--- src/rtl/core/hpt_pkg.sv ---
package hpt_pkg;

	localparam logic [1:0] OP_LOAD = 2'd0;
	localparam logic [1:0] OP_POINT = 2'd1;
	localparam logic [1:0] OP_DIR = 2'd2;

	typedef struct packed {
		logic [1:0] opcode;
		logic [1:0] row_index;
		logic [1:0] col_index;
		logic signed [31:0] entry_value;
		logic signed [31:0] vx;
		logic signed [31:0] vy;
		logic signed [31:0] vz;
	} in_item_t;

	typedef struct packed {
		logic signed [31:0] rx;
		logic signed [31:0] ry;
		logic signed [31:0] rz;
		logic was_divided;
		logic saturated;
	} out_item_t;

	// Work item handed from the front end to the back end through the queue.
	typedef struct packed {
		logic is_point;
		logic signed [31:0] vx;
		logic signed [31:0] vy;
		logic signed [31:0] vz;
	} job_t;

endpackage

--- src/rtl/core/hpt_back.sv ---
module hpt_back #(
	parameter int FRAC_BITS = 16
) (
	input logic clk,
	input logic arst_n,
	input logic [16*32-1:0] mat_flat,
	input logic job_valid,
	output logic job_ready,
	input hpt_pkg::job_t job_data,
	output logic busy,
	output logic out_valid,
	input logic out_ready,
	output hpt_pkg::out_item_t out_data
);
	import hpt_pkg::*;

	localparam logic [2:0] ST_IDLE = 3'd0;
	localparam logic [2:0] ST_MAC = 3'd1;
	localparam logic [2:0] ST_CLIP = 3'd2;
	localparam logic [2:0] ST_DIV = 3'd3;
	localparam logic [2:0] ST_QUOT = 3'd4;
	localparam logic [2:0] ST_OUT = 3'd5;
	localparam int NW = 32 + FRAC_BITS + 1;   // dividend magnitude width
	localparam int AW = 66 - FRAC_BITS;       // exact width of a row sum

	logic [2:0] state_q;
	job_t job_q;
	logic [1:0] row_q, col_q, drow_q;
	logic signed [AW-1:0] acc_q [4];
	logic signed [31:0] res_q [4];
	logic sat_q, div_q;
	logic signed [63:0] prod_q;
	logic prod_v_q;
	logic [1:0] prow_q;
	logic [5:0] cnt_q;
	logic [NW-1:0] num_q;
	logic [32:0] rem_q, den_q;
	logic neg_q;

	logic signed [31:0] m_sel, v_sel;
	logic signed [63:0] ptr;
	logic signed [AW-1:0] acc_c;
	logic signed [AW-1:0] sum_c [4];
	logic signed [31:0] sclip_c [4];
	logic [3:0] ssat_c;
	logic signed [31:0] clip_c;
	logic clip_sat;
	logic [33:0] trial;
	logic [NW-1:0] qmag;
	logic signed [NW:0] qs;
	logic [31:0] wabs;
	logic signed [NW:0] nsig;

	always_comb begin
		m_sel = mat_flat[{row_q, col_q}*32 +: 32];
		unique case (col_q)
			2'd0: v_sel = job_q.vx;
			2'd1: v_sel = job_q.vy;
			default: v_sel = job_q.vz;
		endcase
		ptr = prod_q >>> FRAC_BITS;
	end

	// Row sums, with the translation column for a point, clipped to 32 bits.
	always_comb begin
		for (int r = 0; r < 4; r++) begin
			sum_c[r] = acc_q[r] + (job_q.is_point ?
				AW'(signed'(mat_flat[{2'(r), 2'd3}*32 +: 32])) : AW'(0));
			ssat_c[r] = (sum_c[r][AW-1:31] != '0) && (sum_c[r][AW-1:31] != '1);
			sclip_c[r] = ssat_c[r] ? (sum_c[r][AW-1] ? 32'sh80000000 : 32'sh7fffffff)
				: sum_c[r][31:0];
		end
	end

	assign job_ready = (state_q == ST_IDLE);
	assign busy = (state_q != ST_IDLE);
	assign out_valid = (state_q == ST_OUT);
	assign out_data = '{rx: res_q[0], ry: res_q[1], rz: res_q[2],
		was_divided: div_q, saturated: sat_q};
	assign trial = {rem_q, num_q[NW-1]} - {1'b0, den_q};
	assign wabs = res_q[3][31] ? 32'(-res_q[3]) : res_q[3];

	always_comb begin
		nsig = (NW+1)'(signed'(res_q[drow_q])) <<< FRAC_BITS;
		qmag = num_q;
		qs = neg_q ? -$signed({1'b0, qmag}) : $signed({1'b0, qmag});
		clip_sat = 1'b0;
		clip_c = 32'sd0;
		if (qs > (NW+1)'(33'sd2147483647)) begin
			clip_sat = 1'b1; clip_c = 32'sh7fffffff;
		end else if (qs < -(NW+1)'(33'sd2147483648)) begin
			clip_sat = 1'b1; clip_c = 32'sh80000000;
		end else
			clip_c = qs[31:0];
		acc_c = acc_q[prow_q] + AW'(ptr);
	end

	always_ff @(posedge clk or negedge arst_n) begin
		if (!arst_n) begin
			state_q <= ST_IDLE;
			prod_v_q <= 1'b0;
		end else begin
			// Multiply stage registered; the product is accumulated in the next cycle.
			prod_v_q <= 1'b0;
			unique case (state_q)
				ST_IDLE: if (job_valid) begin
					job_q <= job_data;
					row_q <= job_data.is_point ? 2'd3 : 2'd0;
					col_q <= '0;
					for (int i = 0; i < 4; i++) acc_q[i] <= '0;
					sat_q <= 1'b0;
					div_q <= 1'b0;
					state_q <= ST_MAC;
				end
				ST_MAC: begin
					prod_q <= m_sel * v_sel;
					prod_v_q <= 1'b1;
					prow_q <= row_q;
					if (col_q == 2'd2) begin
						col_q <= '0;
						if (row_q == 2'd2) state_q <= ST_CLIP;
						else row_q <= (row_q == 2'd3) ? 2'd0 : row_q + 1'b1;
					end else col_q <= col_q + 1'b1;
				end
				ST_CLIP: if (!prod_v_q) begin
					// The last product reaches its accumulator in the cycle before.
					drow_q <= 2'd0;
					for (int r = 0; r < 4; r++)
						res_q[r] <= sclip_c[r];
					if ((|ssat_c[2:0]) || (job_q.is_point && ssat_c[3])) sat_q <= 1'b1;
					state_q <= job_q.is_point ? ST_DIV : ST_OUT;
				end
				ST_DIV: begin
					if (res_q[3] == 32'sd0 || res_q[3] == (32'sd1 <<< FRAC_BITS))
						state_q <= ST_OUT;
					else begin
						div_q <= 1'b1;
						num_q <= nsig[NW] ? NW'(-nsig) : NW'(nsig);
						neg_q <= nsig[NW] ^ res_q[3][31];
						den_q <= {1'b0, wabs};
						rem_q <= '0;
						cnt_q <= 6'(NW);
						state_q <= ST_QUOT;
					end
				end
				ST_QUOT: begin
					if (cnt_q != '0) begin
						if (!trial[33]) begin
							rem_q <= trial[32:0];
							num_q <= {num_q[NW-2:0], 1'b1};
						end else begin
							rem_q <= {rem_q[31:0], num_q[NW-1]};
							num_q <= {num_q[NW-2:0], 1'b0};
						end
						cnt_q <= cnt_q - 1'b1;
					end else begin
						res_q[drow_q] <= clip_c;
						if (clip_sat) sat_q <= 1'b1;
						if (drow_q == 2'd2) state_q <= ST_OUT;
						else begin
							drow_q <= drow_q + 1'b1;
							state_q <= ST_DIV;
						end
					end
				end
				ST_OUT: if (out_ready) state_q <= ST_IDLE;
				default: state_q <= ST_IDLE;
			endcase
			if (prod_v_q) acc_q[prow_q] <= acc_c;
		end
	end
endmodule

--- config.mk ---
export PLATFORM = sky130hd
export DESIGN_NAME = hpt_back
export DESIGN_NICKNAME = d
export VERILOG_FILES = /design/src/rtl/core/hpt_pkg.sv /design/src/rtl/core/hpt_back.sv
export SDC_FILE = /design/constraint.sdc
export NUM_CORES = 2
export LEC_CHECK = 0
export ABC_AREA = 1
export BUFFER_PORTS_ARGS = -buffer_cell sky130_fd_sc_hd__buf_2
export CAP_MARGIN = 15
export CORE_ASPECT_RATIO = 1.1
export CORE_MARGIN = 3
export CORE_UTILIZATION = 37
export DETAILED_ROUTE_END_ITERATION = 10
export PLACE_DENSITY = 0.59
export SYNTH_ARGS = -nofsm -noshare
export SYNTH_HDL_FRONTEND = slang
export SYNTH_SLANG_ARGS = --single-unit
--- constraint.sdc ---
create_clock -name clk -period 20 [get_ports clk]
set_input_delay 2 -clock clk [delete_from_list [all_inputs] [get_ports clk]]
set_output_delay 2 -clock clk [all_outputs]
set_load 0.02 [all_outputs]
==> metrics.csv <==
stage,metric,value,unit
clocking,clk slew on worst S/H paths,0.06,ns
critical_path,CP Launch Point,col_q[0],
yosys,Synth Cell Area,91300,µm²
job,maxcap violations,0,
yosys,Synth Register Bits,612,
floorplan,Site Rows,190,
grt,gr ovfl total,0,
sta,final hold viol count,0,
yosys,"Seq/Total Area, Yosys",0.201,
detailed_routing,WL per Instance,29.6,µm
final_layout,ratio of cells with drive above 1 in the final layout,0.0880,
yosys,Syn Nets,14600,
placed_design,DP HPWL,408,mm
floorplan,Core Footprint,245000,µm²
final_layout,area grow syn2layout,10.9,%
critical_path,Critical Path Sink,prod_q[61],
detailed_routing,first drt pass iteration count,6,
detailed_routing,DR iter-0 viols,9601,
grt,antenna violations before repair,74,
critical_path,CP Launch Type,register,
yosys,Post-synth EDFFs,604,
critical_path,Crit. End Element,register,
floorplan,Ports,714,
final_layout,Final nets,15100,
sta,Tcrit/Tclk final,0.607,
yosys,Synth cell types,65,
grt,met2 usage,0.577,
critical_path,Crit path largest cell delay,1.01,ns
yosys,post-synthesis cell count,12400,
floorplan,DIE HEIGHT,527,µm
floorplan,width of the die,480,µm
clocking,Post-CTS Setup Bufs,0,
yosys,Avg Inst Size Synth,7.34,µm²
sta,Setup Skew,0.0601,ns
detailed_routing,drt total wl,484,mm
yosys,Most used DFF post-synth,edfxtp_1,
critical_path,crit path max fanout,91,
placed_design,Final GP Congestion,1.09,
detailed_routing,via count,91000,
critical_path,most frequent CP cell,fa_1,
critical_path,worst path arrival time,12.63,ns
critical_path,WS Path Type,register to register,
placed_design,Port Buffer Count,713,
final_layout,fin util,0.414,
clocking,CTS Root Cell,clkbuf_16,
detailed_routing,drt drc,0,
floorplan,Starting Density,0.373,
yosys,Synth warnings,0,
sta,f_max,82.4,MHz
floorplan,Die Area,253000,µm²
clocking,clock sink count,612,
yosys,asr flop ratio synth,0.00654,
grt,Total GRT Usage,0.375,
critical_path,FF-to-FF Start,col_q[0],
grt,busiest grt layer,met2,
grt,met3 GRT Util,0.0913,
critical_path,reg2reg path depth,32,
clocking,Longest Clk Path Bufs,3,
sta,unrepaired setup endpoints after global routing,false,
sta,slew at the pin closest to its max-slew limit,1.28,ns
critical_path,Slowest cell on crit path,o221ai_1,
detailed_routing,vias per cell,5.57,
grt,met1 Usage GRT,0.420,
critical_path,Reg-to-Reg End,prod_q[61],
grt,largest net degree at the start of global routing,154,
clocking,# hold bufs at CTS,0,
run_status,status,finished clean,
clocking,number of buffers created by CTS,79,
clocking,Skew-Pair Late Insertion Delay,0.77,ns
sta,Final setup viols,0,
sta,fin. max-slew vios,0,
sta,Tmin final,12.14,ns
hold_path,Hold WC Path Type,register to register,
sta,setup tns final,0,ns
final_layout,Fill cells,26100,
detailed_routing,DRT antenna net count,0,
critical_path,"setup slack, reg-to-reg",7.86,ns
sta,relative slew slack,0.146,
grt,first-pass GRT wire length,666,mm
grt,vias in the first global route,89500,
clocking,TritonCTS clock tree,yes,
clocking,PostCTS Resize Cnt,0,
critical_path,Critical Path RT,20.49,ns
clocking,CTS H-tree lvls,3,
-- cells by family after synthesis --
group | Yosys count | share of synthesized area
flops | 612 | 0.201
compound gates | 1787 | 0.111
xor+xnor | 340 | 0.0326
fa+ha+maj | 1554 | 0.302
simple gates | 5592 | 0.246
buf+inv | 2555 | 0.108
-- per-layer routing --
metal | wire (µm) | share of wire
met2 | 213000 | 0.44
met4 | 57700 | 0.12
met5 | 151 | 0.00031
met3 | 45600 | 0.094
met1 | 168000 | 0.35
-- area by class of cell --
type                       instances  area [µm²]  area share
multi-input combinational       9273       63400       0.626
sequential                       612       18300       0.181
inverter                        2123        7990      0.0788
timing repair buffer             873        4820      0.0476
tap                             3264        4080      0.0403
clock buffer                      91        2020      0.0200
clock inverter                    47         520     0.00514
antenna                           65         163     0.00161
-- registers in the layout, summed over array words and instances, names as in the netlist, 2 cells and up, named ones only --
| name | flops |
|---|---|
| den_q | 32 |
| prow_q | 2 |
| acc_q | 200 |
| drow_q | 2 |
| cnt_q | 6 |
| state_q | 3 |
| col_q | 2 |
| num_q | 49 |
| rem_q | 33 |
| prod_q | 48 |
| row_q | 2 |
| res_q | 128 |
| job_q | 97 |
-- stage by stage --
stage / cells / setup WS (ns) / hold slack [ns] / area, µm²
after floorplan: 12400 / 8.64 / 0.426 / 91300
after global placement: 16100 / 7.97 / 0.451 / 98500
after detailed placement: 16100 / 7.94 / 0.481 / 98500
after CTS: 16300 / 8.17 / 0.493 / 101000
after global routing: 16300 / 7.56 / 0.499 / 101000
final: 16300 / 7.86 / 0.477 / 101000
-- worst max-delay path: cells and delay by family (launching register included) --
family	cells	cell delay, ns
simple gates	10	1.93
xor+xnor	1	0.06
buf+inv	8	3.01
compound gates	4	1.93
flops	1	0.38
fa+ha+maj	9	4.34
-- synthesized netlist by cell type (all sizes together) (4+ instances only) --
cell type | count | share of area
a32oi | 6 | 0.00058
o22ai | 83 | 0.0057
and3 | 10 | 0.00069
buf | 103 | 0.0068
dfxtp | 4 | 0.00088
o21bai | 41 | 0.0034
dfrtp | 4 | 0.0011
nand4 | 135 | 0.0092
or2 | 7 | 0.00048
nand2 | 2902 | 0.12
nor3 | 94 | 0.0054
clkbuf | 329 | 0.014
nand3 | 432 | 0.024
clkinv | 21 | 0.00088
a21oi | 582 | 0.032
o21a | 20 | 0.0016
nor2 | 1936 | 0.080
o31ai | 8 | 0.00066
a22o | 32 | 0.0031
o211ai | 57 | 0.0048
fa | 1088 | 0.24
o21ai | 755 | 0.041
xor2 | 219 | 0.021
a211oi | 13 | 0.0011
a21o | 18 | 0.0015
xnor2 | 121 | 0.012
ha | 466 | 0.064
edfxtp | 604 | 0.20
nor4 | 19 | 0.0013
a31oi | 61 | 0.0042
and2 | 38 | 0.0026
inv | 2102 | 0.086
o221ai | 91 | 0.0087
nand3b | 12 | 0.00099
-- placed cells by master (no fill, tap or decap), types with 25 or more instances in the layout --
master and n:
buf_2 713, o211ai_1 55, o21ai_0 727, inv_1 2087, and2_1 38, o221ai_1 90, nor2_1 1911, a21oi_2 26
buf_4 154, nand2_1 2852, nand3_1 422, clkinv_1 28, diode_2 65, o22ai_1 83, nand4_1 135, nand2_2 47
o21bai_1 41, o21ai_1 25, a31oi_1 61, a21oi_1 555, xor2_1 219, fa_1 1088, ha_1 465, a22o_1 32
nor3_1 88, edfxtp_1 604, clkbuf_16 79, xnor2_1 121
-- worst min-delay path by stage --
stage                      from        to  slack, ns  cells past startpoint
floorplan           res_q[3][0]  den_q[0]       0.43                      0
global placement    res_q[3][0]  den_q[0]       0.45                      0
detailed placement  res_q[3][0]  den_q[0]       0.48                      0
CTS                 res_q[3][0]  den_q[0]       0.49                      0
global route        res_q[3][0]  den_q[0]       0.50                      0
finish              res_q[3][0]  den_q[0]       0.48                      0
Power is not shown: default switching activity piles up to over one toggle a cycle in this logic, so the estimate is an artifact.
