**src/rtl/core/hpt_pkg.sv**
```systemverilog
package hpt_pkg;

	localparam logic [1:0] OP_LOAD = 2'd0;
	localparam logic [1:0] OP_POINT = 2'd1;
	localparam logic [1:0] OP_DIR = 2'd2;

	typedef struct packed {
		logic [1:0] opcode;
		logic [1:0] row_index;
		logic [1:0] col_index;
		logic signed [31:0] entry_value;
		logic signed [31:0] vx;
		logic signed [31:0] vy;
		logic signed [31:0] vz;
	} in_item_t;

	typedef struct packed {
		logic signed [31:0] rx;
		logic signed [31:0] ry;
		logic signed [31:0] rz;
		logic was_divided;
		logic saturated;
	} out_item_t;

	// Work item handed from the front end to the back end through the queue.
	typedef struct packed {
		logic is_point;
		logic signed [31:0] vx;
		logic signed [31:0] vy;
		logic signed [31:0] vz;
	} job_t;

endpackage

```
**src/rtl/core/hpt_front.sv**
```systemverilog
module hpt_front #(
	parameter int FRAC_BITS = 16,
	parameter int QDEPTH = 2
) (
	input logic clk,
	input logic arst_n,
	input logic in_valid,
	output logic in_ready,
	input hpt_pkg::in_item_t in_data,
	output logic [16*32-1:0] mat_flat,
	output logic job_valid,
	input logic job_ready,
	output hpt_pkg::job_t job_data
);
	import hpt_pkg::*;

	localparam int QW = $clog2(QDEPTH);

	logic [31:0] mat_q [16];
	job_t queue_q [QDEPTH];
	logic [QW-1:0] wptr_q, rptr_q;
	logic [QW:0] count_q;
	logic is_job, push, pop;
	logic [3:0] idx;

	// A load must not reach the matrix while a queued job still reads it.
	assign is_job = (in_data.opcode == OP_POINT) || (in_data.opcode == OP_DIR);
	assign in_ready = is_job ? (count_q != QDEPTH[QW:0])
		: ((in_data.opcode != OP_LOAD) || (count_q == '0));
	assign push = in_valid && in_ready && is_job;
	assign pop = job_valid && job_ready;
	assign job_valid = (count_q != '0);
	assign job_data = queue_q[rptr_q];
	assign idx = {in_data.row_index, in_data.col_index};

	always_ff @(posedge clk or negedge arst_n) begin
		if (!arst_n) begin
			for (int i = 0; i < 16; i++)
				mat_q[i] <= ((i >> 2) == (i & 3)) ? (32'd1 << FRAC_BITS) : 32'd0;
			wptr_q <= '0;
			rptr_q <= '0;
			count_q <= '0;
		end else begin
			if (in_valid && in_ready && in_data.opcode == OP_LOAD)
				mat_q[idx] <= in_data.entry_value;
			if (push) begin
				queue_q[wptr_q] <= '{is_point: in_data.opcode == OP_POINT,
					vx: in_data.vx, vy: in_data.vy, vz: in_data.vz};
				wptr_q <= (wptr_q == QW'(QDEPTH - 1)) ? '0 : wptr_q + 1'b1;
			end
			if (pop)
				rptr_q <= (rptr_q == QW'(QDEPTH - 1)) ? '0 : rptr_q + 1'b1;
			count_q <= count_q + (QW+1)'(push) - (QW+1)'(pop);
		end
	end

	always_comb begin
		for (int i = 0; i < 16; i++)
			mat_flat[i*32 +: 32] = mat_q[i];
	end
endmodule

```
**config.mk**
```make
export PLATFORM = sky130hd
export DESIGN_NAME = hpt_front
export DESIGN_NICKNAME = d
export VERILOG_FILES = /design/src/rtl/core/hpt_pkg.sv /design/src/rtl/core/hpt_front.sv
export SDC_FILE = /design/constraint.sdc
export NUM_CORES = 1
export LEC_CHECK = 0
export BUFFER_PORTS_ARGS = -buffer_cell sky130_fd_sc_hd__buf_2
export CAP_MARGIN = 5
export CORE_AREA = 2 2 290 292
export CTS_CLUSTER_DIAMETER = 200
export DETAILED_ROUTE_END_ITERATION = 10
export DIE_AREA = 0 0 292 294
export PLACE_DENSITY_LB_ADDON = 0.1
export RECOVER_POWER = 50
export SYNTH_ARGS = -nofsm -noshare
export SYNTH_HDL_FRONTEND = slang
export SYNTH_SLANG_ARGS = --single-unit
```
**constraint.sdc**
```tcl
create_clock -name clk -period 10.4 [get_ports clk]
set_clock_uncertainty 0.15 [all_clocks]
set_input_delay 1.56 -clock clk [delete_from_list [all_inputs] [get_ports clk]]
set_output_delay 1.56 -clock clk [all_outputs]
set_load 0.05 [all_outputs]
```
==> results of run 1 <==
-- worst paths after layout --
kind	from	slack, ns	endpoint
min reg2reg	mat_flat[331]	0.33	mat_flat[331]
max	rptr_q	3.58	job_data[10]
max in group asynchronous	arst_n	4.38	mat_flat[410]
min	mat_flat[331]	0.33	mat_flat[331]
min in group asynchronous	arst_n	2.16	mat_flat[366]
max reg2reg	rptr_q	6.28	rptr_q
-- cells by family (layout without fill, tap and decap cells) --
kind of cell             Yosys count  after routing  share of synthesized area
other                              0              5                          0
buffers and inverters             99            922                     0.0194
XOR/XNOR                           4              4                    0.00132
multiplexers                     609            609                      0.258
adder cells (fa/ha/maj)            4              4                    0.00188
AND/OR/NAND/NOR                   22             22                    0.00573
AO/OA/AOI/OAI                     17             17                     0.0102
flip-flops                       710            710                      0.704
-- area by class of cell --
class / instances / area, µm² / share of cell area
inverters: 6 / 22.5 / 0.000671
flip-flops and latches: 710 / 18700 / 0.559
clock buffers: 112 / 2240 / 0.0669
repair buffers: 774 / 3470 / 0.103
diodes: 5 / 12.5 / 0.000373
well taps: 1080 / 1350 / 0.0403
multi-input cells: 656 / 7380 / 0.220
clock inverters: 30 / 322 / 0.00959
-- synth_stat cells, drive strengths merged --
| cell | instances |
|---|---|
| mux2 | 609 |
| dfstp | 4 |
| xor2 | 1 |
| ha | 4 |
| and2 | 3 |
| a211oi | 11 |
| nand2 | 4 |
| inv | 6 |
| buf | 53 |
| edfxtp | 194 |
| nand4b | 2 |
| clkbuf | 40 |
| and4bb | 1 |
| nor3 | 2 |
| xnor2 | 3 |
| a2111oi | 1 |
| nand4 | 1 |
| dfrtp | 512 |
| nor2 | 2 |
| nand2b | 3 |
| o211ai | 5 |
| or2 | 1 |
| nor2b | 2 |
| nand3 | 1 |
-- power breakdown --
part / internal (mW) / leakage (nW) / total, mW / switching (mW)
registers: 3.29 / 8.77 / 3.51 / 0.222
clock network: 1.63 / 1.26 / 2.76 / 1.13
logic: 0.697 / 5.54 / 3.07 / 2.38
total: 5.61 / 15.6 / 9.34 / 3.73
-- per-layer routing --
metal / share of wire / up-vias / global-route usage
met5: 0.00084 / - / 0
met1: 0.39 / 8205 / 0.231
met3: 0.084 / 133 / 0.0728
met4: 0.032 / 12 / 0.0688
met2: 0.50 / 521 / 0.336
li1: - / 6857 / -
-- critical path: stages, from the launching register on --
cell and delay (ns):
dfrtp_4 0.74, clkbuf_1 2.77, mux2_2 0.64, buf_2 0.29
-- registers in the layout, summed over array words and instances (netlist names) --
name,flops
wptr_q,1
rptr_q,1
queue_q,194
count_q,2
mat_flat,512
==> impl_metrics.csv, run 1 <==
group,metric,value,unit
sta,hold_violations,0,
synth,syn_area_per_cell,18.2,µm²
global_route,grt_max_degree,173,
pwr,max-vdd-ir-drop,0.134,mV
die,dieArea,85800,µm²
sta,layout_setup_ws,3.58,ns
drt,drt_pre_antenna_iters,4,
die,core,82900,µm²
drt,via_per_inst,4.66,
drt,drtIter0Drc,606,
pwr,power_density,278,nW/µm²
place,dpl_cell_area,31500,µm²
sta,hold_slack,0.330,ns
final_layout,final_util,0.405,
place,gp_congestion,0.797,
die,die_x,292,µm
place,dp.cells,3226,
sta,rsz0062_at_grt,"no",
min_path,hp-class,"reg -> reg",
sta,fin_crit,6.82,ns
outcome,outcome,"finished, violations left",
clock_tree,hold_buffers,0,
synth,netlist.area_leader.share,0.481,
setup_path,cp_max_fo,65,
drt,route.detailed.drc,0,
clock_tree,cts.sinks,710,
die,initial_core_util,0.321,
final_layout,mostFrequentLayoutCell,"mux2_2",
clock_tree,path_clk_slew,0.06,ns
final_layout,finalNetCount,2369,
global_route,grt_pass1_vias,16826,
sta,worst_slew_pin_slew,3.94,ns
final_layout,finalNonFillerCells,3373,
synth,ys_top_cells_by_area,"dfrtp_1 (48%), mux2_2 (24%), edfxtp_1 (22%)",
clock_tree,cts.path.max_buffers,3,
final_layout,drive_gt1_frac,0.478,
final_layout,stdcell_area,33500,µm²
synth,yosysUniqueCellTypes,31,
clock_tree,h-tree-depth,3,
global_route,globalRoute.totalOverflow,0,
global_route,antenna_found_initial,10,
final_layout,fillers,7933,
place,io_buffer_count,748,
drt,vias,15728,
pwr,p_leak,15.6,nW
setup_path,critical_path.endpoint_type,"primary output",
synth,synth_seq_area_share,0.704,
synth,yosysWarnings,0,
clock_tree,cts_tree,"done",
drt,routedWlPerCell,25.7,µm
synth,syn_nets,1607,
place,hpwl,60.2,mm
global_route,grt_first_pass_wirelength,123,mm
clock_tree,clk_latency,0.60,ns
clock_tree,cts-root-buf,"clkbuf_16",
global_route,grt_use_total,0.198,
setup_path,cp-start-kind,"flip-flop",
setup_path,rr_worst_depth,2,
clock_tree,postCtsSetupRepairBufs,0,
drt,ant_nets,0,
die,num_rows,106,
setup_path,worstPathRequired,8.69,ns
final_layout,layout_common_cells,"mux2_2 (567), dfrtp_1 (511), clkbuf_1 (406)",
synth,syn_inst,1465,
sta,slew_headroom,-1.63,
pwr,p_total,9.34,mW
clock_tree,numCtsBuffers,79,
sta,period_share,0.656,
min_path,min_path_cells,1,
sta,setup_tns,0,ns
outcome,violations,"max-capacitance violations, max-slew violations",
place,pre_cts_slack,5.34,ns
die,ios,749,
synth,synth-seq-cells,710,
sta,drv_slew,133,
setup_path,path_class,"reg -> out",
synth,netlist_area,26600,µm²
clock_tree,cts_resized,0,
die,die_h,294,µm
run,cap_violations,2,
sta,setup_viol,0,
drt,wirelength,86.7,mm
synth,yosysTopAreaCell,"dfrtp_1",
final_layout,synthToLayoutAreaGrowth,26.0,%
sta,fmax,147,MHz
setup_path,cp.arrival,5.11,ns
No activity file was read; power rests on OpenSTA's default activity.
==> run 2: changes to the inputs <==
==> constraint.sdc (replaced) <==
create_clock -name clk -period 6.4 [get_ports clk]
set_clock_uncertainty 0.15 [all_clocks]
set_input_delay 0.96 -clock clk [delete_from_list [all_inputs] [get_ports clk]]
set_output_delay 0.96 -clock clk [all_outputs]
set_load 0.05 [all_outputs]
==> run 2 against run 1 <==
Against the previous run:
- the run still ends with max-capacitance violations, max-slew violations left
- utilization increased by 0.24 points
- critical path depth decreased by 1
- sequential power grew 63%
- wire length up 1.3%
- hold slack got worse by 0.24 ns
- global-route usage is 0.33 points higher
- combinational power rose by 61%
- non-clock buffer count increased by 3
- cell count rose by 0.21%
- first-iteration DRC count rose by 4.1%
- power is 64% higher
- critical endpoint is now mat_flat[128]
- largest power group unchanged
- highest routed layer unchanged
==> impl_metrics.csv, run 2 (synthesis results as in run 1) <==
group,metric,value,unit
final_layout,layout_common_cells,"mux2_2 (567), dfrtp_1 (511), clkbuf_1 (419)",
clock_tree,hold_buffers,0,
drt,drt_pre_antenna_iters,4,
die,core,82900,µm²
global_route,globalRoute.totalOverflow,0,
clock_tree,clk_latency,0.62,ns
drt,vias,15765,
run,cap_violations,3,
setup_path,path_class,"in -> async",
outcome,outcome,"finished, violations left",
sta,rsz0062_at_grt,"no",
setup_path,worstPathRequired,6.19,ns
setup_path,critPathSlowestCell,"clkbuf_1",
global_route,grt_pass1_vias,16752,
sta,drv_slew,157,
setup_path,rr_worst_depth,5,
clock_tree,postCtsSetupRepairBufs,0,
pwr,p_leak,15.6,nW
sta,hold_slack,0.0886,ns
final_layout,finalNetCount,2373,
sta,setup_tns,0,ns
place,hpwl,61.0,mm
drt,routedWlPerCell,26.0,µm
global_route,grt_max_degree,184,
place,io_buffer_count,748,
clock_tree,path_clk_slew,0.06,ns
sta,setup_viol,0,
die,die_h,294,µm
setup_path,cp_max_fo,64,
sta,hold_violations,0,
drt,wirelength,87.9,mm
clock_tree,cts-root-buf,"clkbuf_16",
setup_path,cp_slowest_stage_delay,2.52,ns
clock_tree,h-tree-depth,3,
outcome,violations,"max-capacitance violations, max-slew violations",
setup_path,path_buf_inv,2,
pwr,max-vdd-ir-drop,0.240,mV
setup_path,rrSetupSlack,2.89,ns
min_path,hp-class,"in -> async",
place,pre_cts_slack,2.14,ns
setup_path,cp_top_family,"buffers and inverters",
clock_tree,cts_tree,"done",
clock_tree,numCtsBuffers,80,
setup_path,cp.arrival,3.88,ns
pwr,power_density,454,nW/µm²
setup_path,crit_path_cell_trace,"buf_8 -> clkbuf_1",
clock_tree,cts_resized,0,
clock_tree,cts.path.max_buffers,3,
die,num_rows,106,
die,dieArea,85800,µm²
setup_path,rr_endpoint,"mat_flat[468]",
sta,slew_headroom,-1.33,
drt,route.detailed.drc,0,
sta,period_share,0.639,
setup_path,cp-start-kind,"input port",
drt,via_per_inst,4.66,
place,gp_congestion,0.797,
sta,worst_slew_pin_slew,3.50,ns
final_layout,final_util,0.407,
die,initial_core_util,0.321,
final_layout,synthToLayoutAreaGrowth,26.7,%
die,ios,749,
clock_tree,cts.sinks,710,
global_route,antenna_found_initial,11,
sta,fin_crit,4.09,ns
final_layout,largest_reg_flops,512,
global_route,grt_use_total,0.202,
global_route,grt_first_pass_wirelength,125,mm
final_layout,drive_gt1_frac,0.476,
drt,drtIter0Drc,631,
final_layout,mostFrequentLayoutCell,"mux2_2",
setup_path,critical_path.endpoint_type,"async pin",
drt,ant_nets,0,
sta,layout_setup_ws,2.31,ns
setup_path,timing.rr.start,"count_q[0]",
sta,fmax,244,MHz
die,die_x,292,µm
## run 2: worst max-delay path by stage
stage            startpoint             to  cells after the start  slack [ns]
2_1_floorplan  in_data[133]  queue_q[0][0]                      4       -2.47
3_3_place_gp   in_data[132]  mat_flat[463]                      7        2.20
3_5_place_dp   in_data[132]  mat_flat[462]                      7        2.14
4_1_cts              rptr_q   job_data[79]                      3        2.29
5_1_grt              arst_n  mat_flat[177]                      2        1.51
6_report             arst_n  mat_flat[128]                      2        2.31
## run 2: stage by stage
step / std cells / instance area (µm²) / total power [mW]
3_3_place_gp: 3229 / 31500 / 10.9
4_1_cts: 3375 / 34300 / 15.6
3_5_place_dp: 3229 / 31500 / 10.9
6_report: 3380 / 33700 / 15.3
2_1_floorplan: 1465 / 26600 / 9.47
5_1_grt: 3376 / 33700 / 15.9
## run 2: routing by layer
layer  part of all wire  up-vias  wire length, µm  track usage
met5            0.00082        -               72            0
met4              0.038       12             3370       0.0763
met3              0.079      159             6960       0.0682
met2               0.50      521            43700        0.345
met1               0.38     8235            33800        0.234
li1                   -     6838                -            -
## run 2: final cells by class
type                       instances  area [µm²]
antenna                            5        12.5
clock buffer                     122        2410
clock inverter                    24         300
fill                            7938       49100
inverter                           6        22.5
multi-input combinational        656        7380
sequential                       710       18700
tap                             1080        1350
timing repair buffer             777        3520
## run 2: where the power goes
part	leakage (nW)	internal, mW	total, mW	switching, mW
Combinational	5.47	1.09	4.93	3.84
Clock	1.34	2.74	4.65	1.91
Sequential	8.77	5.34	5.73	0.389
Total	15.6	9.17	15.3	6.14
